File: src/rtl/core/imu_pkg.sv
`timescale 1ns / 1ps
// ----------------------------------------------------------------------------
// IMU frame parser package
// Shared constants, state type, command/status structs and the atan table.
// ----------------------------------------------------------------------------
package imu_pkg;

   localparam int SumWidthDefault    = 24;
   localparam int CordicStepsDefault = 16;
   localparam int PreShift           = 24;
   localparam int TabLen             = 24;
   // CORDIC working width: magnitude up to 2^31 shifted by 24, plus growth.
   localparam int CwWidth            = 58;
   localparam int AngWidth           = 25;

   localparam logic [7:0] HDR_BYTE   = 8'h55;
   localparam logic [7:0] TYPE_ACC   = 8'h51;
   localparam logic [7:0] TYPE_RATE  = 8'h52;
   localparam logic [7:0] TYPE_ANGLE = 8'h53;
   localparam logic [7:0] AVG_RESET  = 8'd20;
   localparam int         DegHalfTurn = 180;
   localparam logic [AngWidth-1:0] ANG_MAX = AngWidth'((DegHalfTurn / 2) * 65536);

   typedef enum logic [2:0] {
      ST_IDLE,
      ST_PARSE,
      ST_ROLL,
      ST_TURN,
      ST_PITCH,
      ST_OUT
   } state_type;

   // Controller to datapath commands.
   typedef struct packed {
      logic take_byte;   // store byte, advance parser
      logic start_roll;  // load CORDIC with roll operands
      logic start_pitch; // load CORDIC with pitch operands
      logic cordic_step; // run one CORDIC iteration
      logic save_roll;   // capture finished roll angle
      logic load_out;    // latch result into output register
   } cmd_type;

   // Datapath to controller status.
   typedef struct packed {
      logic frame_done;  // last byte was a good known frame
      logic need_tilt;   // that frame produces a tilt result
      logic cordic_last; // current iteration is the final one
   } status_type;

   function automatic logic [AngWidth-1:0] atan_entry(input logic [4:0] idx);
      logic [AngWidth-1:0] v;
      case (idx)
         5'd0:  v = 25'd2949120;
         5'd1:  v = 25'd1740967;
         5'd2:  v = 25'd919879;
         5'd3:  v = 25'd466945;
         5'd4:  v = 25'd234379;
         5'd5:  v = 25'd117304;
         5'd6:  v = 25'd58666;
         5'd7:  v = 25'd29335;
         5'd8:  v = 25'd14668;
         5'd9:  v = 25'd7334;
         5'd10: v = 25'd3667;
         5'd11: v = 25'd1833;
         5'd12: v = 25'd917;
         5'd13: v = 25'd458;
         5'd14: v = 25'd229;
         5'd15: v = 25'd115;
         5'd16: v = 25'd57;
         5'd17: v = 25'd29;
         5'd18: v = 25'd14;
         5'd19: v = 25'd7;
         5'd20: v = 25'd4;
         5'd21: v = 25'd2;
         5'd22: v = 25'd1;
         default: v = '0;
      endcase
      return v;
   endfunction

endpackage

File: src/rtl/core/imu_ctrl.sv
`timescale 1ns / 1ps
// ----------------------------------------------------------------------------
// IMU frame parser controller
// Sequences byte intake, the two CORDIC passes and the result transfer.
// ----------------------------------------------------------------------------
module imu_ctrl
   import imu_pkg::*;
(
   input  logic       clock,
   input  logic       reset,
   input  logic       req_valid,
   output logic       req_ready,
   output logic       rsp_valid,
   input  logic       rsp_ready,
   input  status_type status,
   output cmd_type    cmd
);

   state_type state_ff, state_in;
   logic      rsp_valid_ff, rsp_valid_in;

   // Next state.
   always_comb begin
      state_in = state_ff;
      unique case (state_ff)
         ST_IDLE:  if (req_valid) state_in = ST_PARSE;
         ST_PARSE: begin
            if (!status.frame_done) state_in = ST_IDLE;
            else if (status.need_tilt) state_in = ST_ROLL;
            else state_in = ST_OUT;
         end
         ST_ROLL:  if (status.cordic_last) state_in = ST_TURN;
         ST_TURN:  state_in = ST_PITCH;
         ST_PITCH: if (status.cordic_last) state_in = ST_OUT;
         ST_OUT:   if (!rsp_valid_ff || rsp_ready) state_in = ST_IDLE;
         default:  state_in = ST_IDLE;
      endcase
   end

   // Outputs.
   always_comb begin
      cmd          = '0;
      req_ready    = 1'b0;
      rsp_valid_in = rsp_valid_ff && !rsp_ready;
      unique case (state_ff)
         ST_IDLE: begin
            req_ready     = 1'b1;
            cmd.take_byte = req_valid;
         end
         ST_PARSE: begin
            cmd.start_roll = status.frame_done && status.need_tilt;
         end
         ST_ROLL: begin
            cmd.cordic_step = 1'b1;
         end
         ST_TURN: begin
            cmd.save_roll   = 1'b1;
            cmd.start_pitch = 1'b1;
         end
         ST_PITCH: begin
            cmd.cordic_step = 1'b1;
         end
         ST_OUT: begin
            if (!rsp_valid_ff || rsp_ready) begin
               cmd.load_out = 1'b1;
               rsp_valid_in = 1'b1;
            end
         end
         default: ;
      endcase
   end

   assign rsp_valid = rsp_valid_ff;

   always_ff @(posedge clock) begin
      if (reset) begin
         state_ff     <= ST_IDLE;
         rsp_valid_ff <= 1'b0;
      end else begin
         state_ff     <= state_in;
         rsp_valid_ff <= rsp_valid_in;
      end
   end

endmodule

File: src/rtl/core/imu_dp.sv
`timescale 1ns / 1ps
// ----------------------------------------------------------------------------
// IMU frame parser datapath
// Frame buffer, checksum, axis sums, one shared CORDIC unit, result register.
// ----------------------------------------------------------------------------
module imu_dp
   import imu_pkg::*;
#(
   parameter int SUM_WIDTH    = SumWidthDefault,
   parameter int CORDIC_STEPS = CordicStepsDefault
) (
   input  logic               clock,
   input  logic               reset,
   input  logic [7:0]         req_in_byte,
   input  logic               csr_we,
   input  logic [7:0]         csr_wdata,
   input  cmd_type            cmd,
   output status_type         status,
   output logic [1:0]         rsp_frame_kind,
   output logic signed [15:0] rsp_value_x,
   output logic signed [15:0] rsp_value_y,
   output logic signed [15:0] rsp_value_z,
   output logic signed [15:0] rsp_temperature_raw,
   output logic               rsp_tilt_valid,
   output logic signed [14:0] rsp_roll_centideg,
   output logic signed [14:0] rsp_pitch_centideg
);

   localparam int StepW = $clog2(CORDIC_STEPS + 1);

   logic [3:0]  pos_ff;
   logic [7:0]  bytes_ff [10];
   logic [7:0]  csum_ff;
   logic [7:0]  avg_ff;
   logic [7:0]  count_ff;
   logic signed [SUM_WIDTH-1:0] sx_ff, sy_ff, sz_ff;
   logic        done_ff, tilt_ff;

   logic signed [15:0] wx, wy, wz, wt;
   assign wx = {bytes_ff[3], bytes_ff[2]};
   assign wy = {bytes_ff[5], bytes_ff[4]};
   assign wz = {bytes_ff[7], bytes_ff[6]};
   assign wt = {bytes_ff[9], bytes_ff[8]};

   logic known;
   assign known = (bytes_ff[1] >= TYPE_ACC) && (bytes_ff[1] <= TYPE_ANGLE);

   // Parser: the last byte is judged here; the frame is evaluated next cycle.
   always_ff @(posedge clock) begin
      if (reset) begin
         pos_ff  <= '0;
         csum_ff <= '0;
         done_ff <= 1'b0;
         tilt_ff <= 1'b0;
      end else if (cmd.take_byte) begin
         done_ff <= 1'b0;
         tilt_ff <= 1'b0;
         if (pos_ff == 4'd0) begin
            if (req_in_byte == HDR_BYTE) begin
               csum_ff <= req_in_byte;
               pos_ff  <= 4'd1;
            end
         end else if (pos_ff < 4'd10) begin
            csum_ff <= csum_ff + req_in_byte;
            pos_ff  <= pos_ff + 4'd1;
         end else begin
            pos_ff  <= '0;
            done_ff <= (req_in_byte == csum_ff) && known;
            tilt_ff <= (req_in_byte == csum_ff) && (bytes_ff[1] == TYPE_ACC)
                       && (count_ff >= avg_ff);
         end
      end
   end

   always_ff @(posedge clock) begin
      if (cmd.take_byte && pos_ff < 4'd10 &&
          (pos_ff != 4'd0 || req_in_byte == HDR_BYTE))
         bytes_ff[pos_ff] <= req_in_byte;
   end

   assign status.frame_done = done_ff;
   assign status.need_tilt  = tilt_ff;

   // Configuration register.
   always_ff @(posedge clock) begin
      if (reset) avg_ff <= AVG_RESET;
      else if (csr_we) avg_ff <= csr_wdata;
   end

   // Axis sums, updated when the frame is evaluated.
   logic acc_frame;
   assign acc_frame = done_ff && (bytes_ff[1] == TYPE_ACC) && !cmd.take_byte;
   logic eval_ff;
   always_ff @(posedge clock) begin
      if (reset) eval_ff <= 1'b0;
      else eval_ff <= cmd.take_byte;
   end

   // Keep the sums through both tilt passes; they clear when the tilt result
   // is loaded into the result register.
   logic clear_sums;
   assign clear_sums = cmd.load_out && tilt_ff;
   always_ff @(posedge clock) begin
      if (reset) begin
         sx_ff <= '0; sy_ff <= '0; sz_ff <= '0; count_ff <= '0;
      end else if (clear_sums) begin
         sx_ff <= '0; sy_ff <= '0; sz_ff <= '0; count_ff <= '0;
      end else if (eval_ff && acc_frame && !tilt_ff) begin
         sx_ff    <= sx_ff + SUM_WIDTH'(wx);
         sy_ff    <= sy_ff + SUM_WIDTH'(wy);
         sz_ff    <= sz_ff + SUM_WIDTH'(wz);
         count_ff <= count_ff + 8'd1;
      end
   end

   // Shared CORDIC unit, one iteration per cycle.
   logic signed [CwWidth-1:0] cx_ff, cy_ff;
   logic signed [AngWidth+1:0] ang_ff;
   logic [StepW-1:0] step_ff;
   logic signed [SUM_WIDTH-1:0] num, den;
   logic signed [SUM_WIDTH:0]   num_e, den_e;
   logic [SUM_WIDTH:0] an, ad;

   assign num   = cmd.start_pitch ? sx_ff : sy_ff;
   assign den   = sz_ff;
   assign num_e = {num[SUM_WIDTH-1], num};
   assign den_e = {den[SUM_WIDTH-1], den};
   assign an    = num_e[SUM_WIDTH] ? (SUM_WIDTH+1)'(-num_e) : num_e;
   assign ad    = den_e[SUM_WIDTH] ? (SUM_WIDTH+1)'(-den_e) : den_e;

   logic signed [CwWidth-1:0] dy;
   logic signed [CwWidth-1:0] sxv, syv;
   assign sxv = cy_ff >>> step_ff;
   assign syv = cx_ff >>> step_ff;
   assign dy  = sxv;

   always_ff @(posedge clock) begin
      if (cmd.start_roll || cmd.start_pitch) begin
         cx_ff   <= CwWidth'(ad) <<< PreShift;
         cy_ff   <= CwWidth'(an) <<< PreShift;
         ang_ff  <= '0;
         step_ff <= '0;
      end else if (cmd.cordic_step) begin
         step_ff <= step_ff + StepW'(1);
         if (!cy_ff[CwWidth-1]) begin
            cx_ff  <= cx_ff + dy;
            cy_ff  <= cy_ff - syv;
            ang_ff <= ang_ff + (AngWidth+2)'(atan_entry(5'(step_ff)));
         end else begin
            cx_ff  <= cx_ff - dy;
            cy_ff  <= cy_ff + syv;
            ang_ff <= ang_ff - (AngWidth+2)'(atan_entry(5'(step_ff)));
         end
      end
   end

   assign status.cordic_last = cmd.cordic_step &&
                               (step_ff == StepW'(CORDIC_STEPS - 1));

   // Angle finish: clamp, scale to centidegrees, apply signs.
   logic signed [AngWidth+1:0] ang_fin;
   logic [AngWidth-1:0] ang_cl;
   logic [AngWidth+7:0] prod;
   logic [14:0] mag;
   logic signed [14:0] angle;
   logic neg;
   always_comb begin
      ang_fin = ang_ff;
      if (ang_fin < 0) ang_cl = '0;
      else if (ang_fin > $signed({2'b00, ANG_MAX})) ang_cl = ANG_MAX;
      else ang_cl = AngWidth'(ang_fin);
      prod = (AngWidth+8)'(ang_cl) * (AngWidth+8)'(100) + (AngWidth+8)'(32768);
      mag  = 15'(prod >> 16);
      neg  = sz_ff[SUM_WIDTH-1] != (cmd.load_out ? sx_ff[SUM_WIDTH-1]
                                                 : sy_ff[SUM_WIDTH-1]);
      if (sz_ff == '0) begin
         if (cmd.load_out ? sx_ff == '0 : sy_ff == '0) angle = '0;
         else angle = (cmd.load_out ? sx_ff[SUM_WIDTH-1] : sy_ff[SUM_WIDTH-1])
                      ? -15'sd9000 : 15'sd9000;
      end else angle = neg ? -$signed(mag) : $signed(mag);
   end

   logic signed [14:0] roll_ff;
   always_ff @(posedge clock) begin
      if (cmd.save_roll) roll_ff <= angle;
   end

   // Result register.
   always_ff @(posedge clock) begin
      if (cmd.load_out) begin
         rsp_frame_kind      <= 2'(bytes_ff[1] - TYPE_ACC);
         rsp_value_x         <= wx;
         rsp_value_y         <= wy;
         rsp_value_z         <= wz;
         rsp_temperature_raw <= wt;
         rsp_tilt_valid      <= tilt_ff;
         rsp_roll_centideg   <= tilt_ff ? roll_ff : '0;
         rsp_pitch_centideg  <= tilt_ff ? -angle : '0;
      end
   end

endmodule

File: src/rtl/core/imu_frame_parser_tilt.sv
`timescale 1ns / 1ps
// ----------------------------------------------------------------------------
// IMU frame parser with accelerometer tilt
// Parses 11-byte sensor frames and reports raw words plus averaged tilt.
// ----------------------------------------------------------------------------
//  Channel   Ports                  Direction
//  req       req_valid/req_ready    byte in
//  rsp       rsp_valid/rsp_ready    frame result out
//  csr       csr_we/csr_wdata       average count write
//
//  A byte passes the parse state before the next is taken; the checksum byte
//  of a good frame also passes the output state; an acceleration frame that
//  completes a window runs the single shared CORDIC for roll and then pitch.
//  Reset clears the parser, sums and count; the register returns to 20.
//  A stalled result holds the block after the next frame until it is taken.
// ----------------------------------------------------------------------------
module imu_frame_parser_tilt
   import imu_pkg::*;
#(
   parameter int SUM_WIDTH    = SumWidthDefault,
   parameter int CORDIC_STEPS = CordicStepsDefault
) (
   input  logic               clock,
   input  logic               reset,
   input  logic               req_valid,
   output logic               req_ready,
   input  logic [7:0]         req_in_byte,
   output logic               rsp_valid,
   input  logic               rsp_ready,
   output logic [1:0]         rsp_frame_kind,
   output logic signed [15:0] rsp_value_x,
   output logic signed [15:0] rsp_value_y,
   output logic signed [15:0] rsp_value_z,
   output logic signed [15:0] rsp_temperature_raw,
   output logic               rsp_tilt_valid,
   output logic signed [14:0] rsp_roll_centideg,
   output logic signed [14:0] rsp_pitch_centideg,
   input  logic               csr_we,
   input  logic [7:0]         csr_wdata
);

   cmd_type    cmd;
   status_type status;

   imu_ctrl u_ctrl (
      .clock, .reset, .req_valid, .req_ready, .rsp_valid, .rsp_ready,
      .status, .cmd
   );

   imu_dp #(.SUM_WIDTH(SUM_WIDTH), .CORDIC_STEPS(CORDIC_STEPS)) u_dp (
      .clock, .reset, .req_in_byte, .csr_we, .csr_wdata, .cmd, .status,
      .rsp_frame_kind, .rsp_value_x, .rsp_value_y, .rsp_value_z,
      .rsp_temperature_raw, .rsp_tilt_valid, .rsp_roll_centideg,
      .rsp_pitch_centideg
   );

endmodule

File: config.mk
export PLATFORM = sky130hd
export DESIGN_NAME = imu_frame_parser_tilt
export DESIGN_NICKNAME = d
export VERILOG_FILES = /design/src/rtl/core/imu_pkg.sv /design/src/rtl/core/imu_ctrl.sv /design/src/rtl/core/imu_dp.sv /design/src/rtl/core/imu_frame_parser_tilt.sv
export SDC_FILE = /design/constraint.sdc
export NUM_CORES = 2
export LEC_CHECK = 0
export ABC_CLOCK_PERIOD_IN_PS = 13400
export BUFFER_PORTS_ARGS = -buffer_cell sky130_fd_sc_hd__buf_4
export CAP_MARGIN = 40
export CORE_MARGIN = 2
export CORE_UTILIZATION = 48
export CTS_CLUSTER_SIZE = 24
export DETAILED_ROUTE_END_ITERATION = 10
export PLACE_DENSITY = 0.67
export RECOVER_POWER = 25
export SLEW_MARGIN = 5
export SYNTH_ARGS = -nofsm -noshare
export SYNTH_HDL_FRONTEND = slang
export SYNTH_SLANG_ARGS = --single-unit
File: constraint.sdc
create_clock -name clock -period 13.4 [get_ports clock]
set_clock_uncertainty 0.05 [all_clocks]
set_input_delay 0.67 -clock clock [delete_from_list [all_inputs] [get_ports clock]]
set_output_delay 0.67 -clock clock [all_outputs]
set_load 0.02 [all_outputs]
# Word level (Yosys, flattened, before mapping)

Memories as Yosys holds them, arrays and structs flattened. A register that Yosys moved wholly into a read port is not among the register bits.
Cells that the tools add are included.

Memories: 3
Register bits: 351
Bits in writable memories: 80
ROM bits: 1,408

Memory list:

| name            | words | width | rd ports | clocked after Yosys merged registers in | wr ports | line          | RTL |
|---|---|---|---|---|---|---|---|
| (no name shown) | 32    | 22    | 1        | 1                                       | 0        | imu_pkg.sv:52 | `case (idx)` |
| (no name shown) | 32    | 22    | 1        | 1                                       | 0        | imu_pkg.sv:52 |  |
| u_dp.bytes_ff   | 10    | 8     | 9        | 2                                       | 1        | imu_dp.sv:32  | `logic [7:0] bytes_ff [10];` |

Reductions and logical operators: 34
Order comparisons: 6
Shift operators: 2
$add $sub $neg: 19
Multiplexer cells: 56
Multipliers: 1
Equality and inequality tests: 15

Operators with widths:

| kind                                                                               | number |
|---|---|
| 25-bit two-way mux                                                                 | 10 |
| 49-bit two-way mux                                                                 | 4 |
| 58-bit adder                                                                       | 2 |
| 58-bit two-way mux                                                                 | 2 |
| 58-bit by 5-bit >>> shifter with 58-bit output                                     | 2 |
| 58-bit subtractor                                                                  | 2 |
| 24-bit by 16-bit adder with 24-bit output                                          | 3 |
| 24-bit logical NOT                                                                 | 3 |
| 15-bit two-way mux                                                                 | 4 |
| 24-bit negation with 25-bit output                                                 | 2 |
| 31-bit by 16-bit adder with 31-bit output (second input constant)                  | 1 |
| 15-bit negation                                                                    | 2 |
| 25-bit by 5-bit multiplier with 29-bit output (second input constant)              | 1 |
| 27-bit by 25-bit adder with 27-bit output                                          | 1 |
| 27-bit by 24-bit greater-than comparator with 1-bit output (second input constant) | 1 |
| 27-bit by 1-bit < comparator with 1-bit output (second input constant)             | 1 |
| 27-bit two-way mux                                                                 | 1 |
| 27-bit by 25-bit subtractor with 27-bit output                                     | 1 |
| 24-bit two-way mux                                                                 | 1 |
| 8-bit two-way mux                                                                  | 3 |
| 5-bit two-way mux                                                                  | 4 |
| 3-bit two-way mux                                                                  | 6 |
| 3-bit one-hot mux with 6 select lines                                              | 1 |
| 1-bit two-way mux                                                                  | 17 |
| 30 further kinds                                                                   | 58 |

# Depth between registers and ports, before layout

Depth after elaboration: 9
Mapped depth: 37

# Modules after synthesis

From an unflattened synthesis, not the netlist that was laid out.

Cells, all modules: 4,781
Area total of the unflattened synthesis: 42,141.7 um2

Modules (own cells, without submodules):

| module   | seq. area each (um2) | cells each | instances | area each (um2) |
|---|---|---|---|---|
| imu_dp   | 11,491.0             | 4,742      | 1         | 41,822.6 |
| imu_ctrl | 80.1                 | 39         | 1         | 319.1 |

# Worst setup path before layout

Ideal clock, no wire load.

Path kind: flip-flop to flip-flop
Start point: register u_dp.step_ff[4]
End point: register u_dp.cy_ff[57]
Stages on the path, launching flop included: 35
Clock period less this slack: 7.926 ns
Slack: 5.474 ns
Setup time: 0.117 ns
Path buffers: 9
Data arrival time: 7.759 ns
Required time: 13.233 ns
Cells stage by stage: dfxtp_1 inv_2 clkbuf_1 buf_1 clkbuf_1 clkbuf_1 buf_1 buf_1 buf_1 clkbuf_1 mux2i_1 ha_1 nand3_1 nor2_1 and2_1 and3_1 clkbuf_1 a21oi_1 xnor2_1 ha_1 a21o_1 a21o_1 a21o_1 a21o_1 a21o_1 a221o_1 a21oi_1 inv_1 o211a_1 o221ai_1 o21ai_0 a221o_1 o31ai_1 xnor2_1 a22o_1

Word-level cells in the longest chain between the ends: 3
Elaborated cells between the ends (all ways): 4
Classes of those cells: add/sub (2); shift (1); mux (1)

Ends and longest elaborated chain:

| what                                               | line                         | RTL |
|---|---|---|
| start, declared                                    | imu_dp.sv:119                | `logic [StepW-1:0] step_ff;` |
| start signal, assigned                             | imu_dp.sv:144                | `step_ff <= step_ff + StepW'(1);` |
| 58-bit by 5-bit >>> shifter with 58-bit output (*) | imu_dp.sv:134                | `assign syv = cx_ff >>> step_ff;` |
| 58-bit subtractor or 58-bit adder (tied branches)  | imu_dp.sv:147, imu_dp.sv:151 |  |
| 58-bit two-way mux (*)                             | imu_dp.sv:145                | `if (!cy_ff[CwWidth-1]) begin` |
| end signal, assigned                               | imu_dp.sv:140                | `cy_ff <= CwWidth'(an) <<< PreShift;` |
| end signal, assigned                               | imu_dp.sv:147                | `cy_ff <= cy_ff - syv;` |
| end signal, assigned                               | imu_dp.sv:151                | `cy_ff <= cy_ff + syv;` |
| end, declared                                      | imu_dp.sv:117                | `logic signed [CwWidth-1:0] cx_ff, cy_ff;` |

Every way passes the cells marked *; elsewhere a longest branch is shown, timed or not.
A chain may end at the register's enable or synchronous reset.

# Final worst setup path

Start point: register u_dp.step_ff[0]
End point: register u_dp.cx_ff[48] (data pin)

Word-level cells in the longest chain between the ends: 5
Elaborated cells between the ends (all ways): 6
Classes of those cells: add/sub (2); shift (1); mux (3)

Ends and longest elaborated chain:

| what                                               | line                         | RTL |
|---|---|---|
| 58-bit by 5-bit >>> shifter with 58-bit output (*) | imu_dp.sv:133                | `assign sxv = cy_ff >>> step_ff;` |
| 58-bit adder or 58-bit subtractor (tied branches)  | imu_dp.sv:146, imu_dp.sv:150 |  |
| 58-bit two-way mux (*)                             | imu_dp.sv:145                |  |
| 49-bit two-way mux (*)                             | imu_dp.sv:143                | `end else if (cmd.cordic_step) begin` |
| 49-bit two-way mux (*)                             | imu_dp.sv:138                | `if (cmd.start_roll \|\| cmd.start_pitch) begin` |
| end signal, assigned                               | imu_dp.sv:139                | `cx_ff <= CwWidth'(ad) <<< PreShift;` |
| end signal, assigned                               | imu_dp.sv:146                | `cx_ff <= cx_ff + dy;` |
| end signal, assigned                               | imu_dp.sv:150                | `cx_ff <= cx_ff - dy;` |
| end, declared                                      | imu_dp.sv:117                |  |

Every way passes the cells marked *; elsewhere a longest branch is shown, timed or not. The select of a mux whose other input is x is not followed.

==> out/qor.txt <==
Status: finished with violations
Failing checks: capacitance limit
Tot GR Track Use: 0.255
Setup WS post-layout: 4180 ps
Endpoint class of the critical path: flip-flop
Rows: 107
Fraction of synthesis flops using an asynchronous set or reset pin: 0
Setup WS pre-CTS: 4250 ps
Worst r2r path cells: 26
CTS tree: done
Final max-slew violation count: 0
Fmax: 108 MHz
Critical path class: reg -> reg
TNS Setup: 0 ps
DR vias: 35068
Hold_sp: csr_wdata[1]
DR iter-0 viols: 3111
I/O pins: 120
Class of the worst hold path: in -> reg
Die area: 88100 um2
CP max FO: 46
Worst-margin pin slew: 1490 ps
Unrepaired setup endpoints after global routing: no
Yosys warning total: 0
Post-CTS Hold Buffers: 0
Via/cell ratio: 6.09
Top_reg_cell synth: edfxtp_1
CP startpoint kind: flip-flop
Routability Congestion: 0.999
Filler instances: 7829
Synth Cell Area: 41200 um2
Post CTS Setup Buffer Count: 0
FF-to-FF setup slack: 4180 ps
Top-area cell type share of the netlist area: 0.171
Reg-to-reg critical path startpoint: u_dp.step_ff[0]
First-pass GRT wire length: 183000 um
#FFs+latches synth: 461
CTS HTree Levels: 2
Storage cell area: 11600 um2
Number of global-route vias before repair: 32406
# nets final: 4941
Final ANT Viol Nets: 0
Share of cells above drive strength 1: 0.108
Critical Path AT: 9520 ps
DRT Wirelength: 116000 um
Worst-Skew Late Latency: 650 ps
Largest net degree at the start of global routing: 75
Initial antenna violation count: 0
Router iterations before antenna repair: 5
Synth top cells by count: 456 x nand2_1, 361 x a21oi_1, 333 x nor2_1
Area grow syn2layout: 8.42%
Count leader, synth: nand2_1
CP required: 13700 ps
Clock Sinks: 461
Syn Area/Cell: 9.02 um2
Final Setup Violations: 0
Post_cts resized: 0
Core area: 85000 um2
Final hold vios: 0
Die Ht: 297 um
Worst-path clk slew: 60 ps
Synth Instances: 4563
EDFF count, synth: 234
DR DRC count: 0
Buffers on Ports: 119
Synth cell types: 107
HPWL after DPL: 87200 um
Clock Path Buffers: 3
Die Wd: 297 um
Root Buffer: clkbuf_16
R2r endpoint: u_dp.cx_ff[48]
Area occupied by multi-input gates: 27900 um2
Largest cells by area after synthesis: edfxtp_1 17%, dfxtp_1 11%, ha_1 9.8%, mux4_2 9.2%, xnor2_1 4.7%
Worst min-delay path endpoint: u_dp.avg_ff[1]
Starting Density: 0.484
Total global routing overflow: 0
Max Cap Violations: 1
Fin crit share: 0.688
Worst hold stages: 3
Ant. Diodes: 0
Slew headroom: 0.00760
Minimum clock period: 9220 ps
Total CTS buffers: 55
WL per Instance: 20.2 um
Seq/Total Area, Yosys: 0.281
Biggest area consumer among synthesized cells: edfxtp_1
==> worst max-delay path, stage by stage (launching register included) <==
cell and delay [ps]:
dfxtp_4 640, buf_12 290, buf_4 660, mux4_2 650, mux4_2 490, or3_1 390
a21oi_1 240, nor3b_1 280, nand2_1 150, o41ai_1 460, xor2_1 270, ha_1 330
a21o_1 180, a21o_1 180, a221o_1 340, a2111oi_0 560, o21ai_0 180, o221ai_1 320
o21ai_0 240, a221oi_1 350, o21ai_0 200, o41ai_1 610, o31ai_1 290, a21oi_1 260
o21bai_1 100, xnor2_1 140, nor2_1 50
==> state kept, by name, summed over array words and instances (netlist names), 3 cells and up, named ones only <==
signal                   cells
u_dp.pos_ff                  4
u_dp.sy_ff                  24
u_dp.rsp_value_x            16
u_dp.cy_ff                  58
u_dp.bytes_ff               72
u_dp.ang_ff                 27
u_ctrl.state_ff              3
u_dp.den                    24
u_dp.cx_ff                  58
u_dp.step_ff                 5
u_dp.roll_ff                15
u_dp.count_ff                8
u_dp.rsp_value_y            16
u_dp.sx_ff                  24
u_dp.rsp_roll_centideg      15
u_dp.rsp_value_z            16
u_dp.avg_ff                  8
u_dp.rsp_pitch_centideg     15
rsp_temperature_raw         16
u_dp.csum_ff                 8
==> stage by stage <==
| step | utilization | instances | hold WS (ps) | instance area (um2) |
|---|---|---|---|---|
| 6_report | 0.525 | 5760 | 216 | 44600 |
| 5_1_grt | 0.525 | 5760 | 216 | 44600 |
| 4_1_cts | 0.527 | 5760 | 190 | 44800 |
| 3_5_place_dp | 0.506 | 5659 | 355 | 43000 |
| 3_3_place_gp | 0.505 | 5651 | 351 | 42900 |
| 2_1_floorplan | - | 4566 | 350 | 41200 |
==> area by class of cell <==
| type | instances | share of cell area |
|---|---|---|
| tap | 1144 | 0.0321 |
| inverter | 227 | 0.0192 |
| clock buffer | 69 | 0.0332 |
| clock inverter | 32 | 0.00623 |
| sequential | 461 | 0.260 |
| timing repair buffer | 162 | 0.0246 |
| multi-input combinational | 3665 | 0.625 |
==> layout by cell type (no fill, tap or decap), types with 31 or more instances in the layout <==
master,n
a21o_1,101
a21oi_1,361
a31oi_1,57
and2_1,62
and3_1,60
buf_4,112
clkbuf_1,53
clkbuf_16,56
dfxtp_1,222
edfxtp_1,234
ha_1,322
inv_1,221
mux2_2,53
mux2i_1,112
mux4_2,168
nand2_1,455
nand2b_1,48
nand3_1,80
nor2_1,332
nor2b_1,40
nor3_1,106
o21a_1,47
o21ai_0,258
o21bai_1,32
o22ai_1,56
o31ai_1,31
or3_1,54
xnor2_1,223
xor2_1,158
==> routing by layer <==
layer,GRT usage,share of wire,up-vias
met5,0,0,-
met4,0.0989,0.043,0
met3,0.0361,0.071,226
met2,0.400,0.44,1357
met1,0.356,0.44,16583
li1,-,-,16902
==> cell families (layout without fill, tap and decap cells) <==
group	count (synthesis)	after routing	synth area share
adder cells (fa/ha/maj)	348	348	0.111
XOR/XNOR	381	381	0.0811
multiplexers	333	333	0.134
AND/OR/NAND/NOR	1411	1411	0.168
AO/OA/AOI/OAI	1187	1187	0.183
buffers and inverters	440	490	0.0424
other	2	5	0.000182
flip-flops	461	461	0.281
==> worst max-delay path by stage <==
stage,from,slack (ps),end
after CTS,u_dp.step_ff[0],4210,u_dp.cx_ff[48]
final,u_dp.step_ff[0],4180,u_dp.cx_ff[48]
after global routing,u_dp.step_ff[0],3290,u_dp.cx_ff[54]
after floorplan,u_dp.step_ff[4],5470,u_dp.cy_ff[57]
after detailed placement,u_dp.step_ff[0],4250,u_dp.cx_ff[54]
after global placement,u_dp.step_ff[0],4090,u_dp.cx_ff[54]
Power is not shown: default switching activity piles up to over one toggle a cycle in this logic, so the estimate is an artifact.
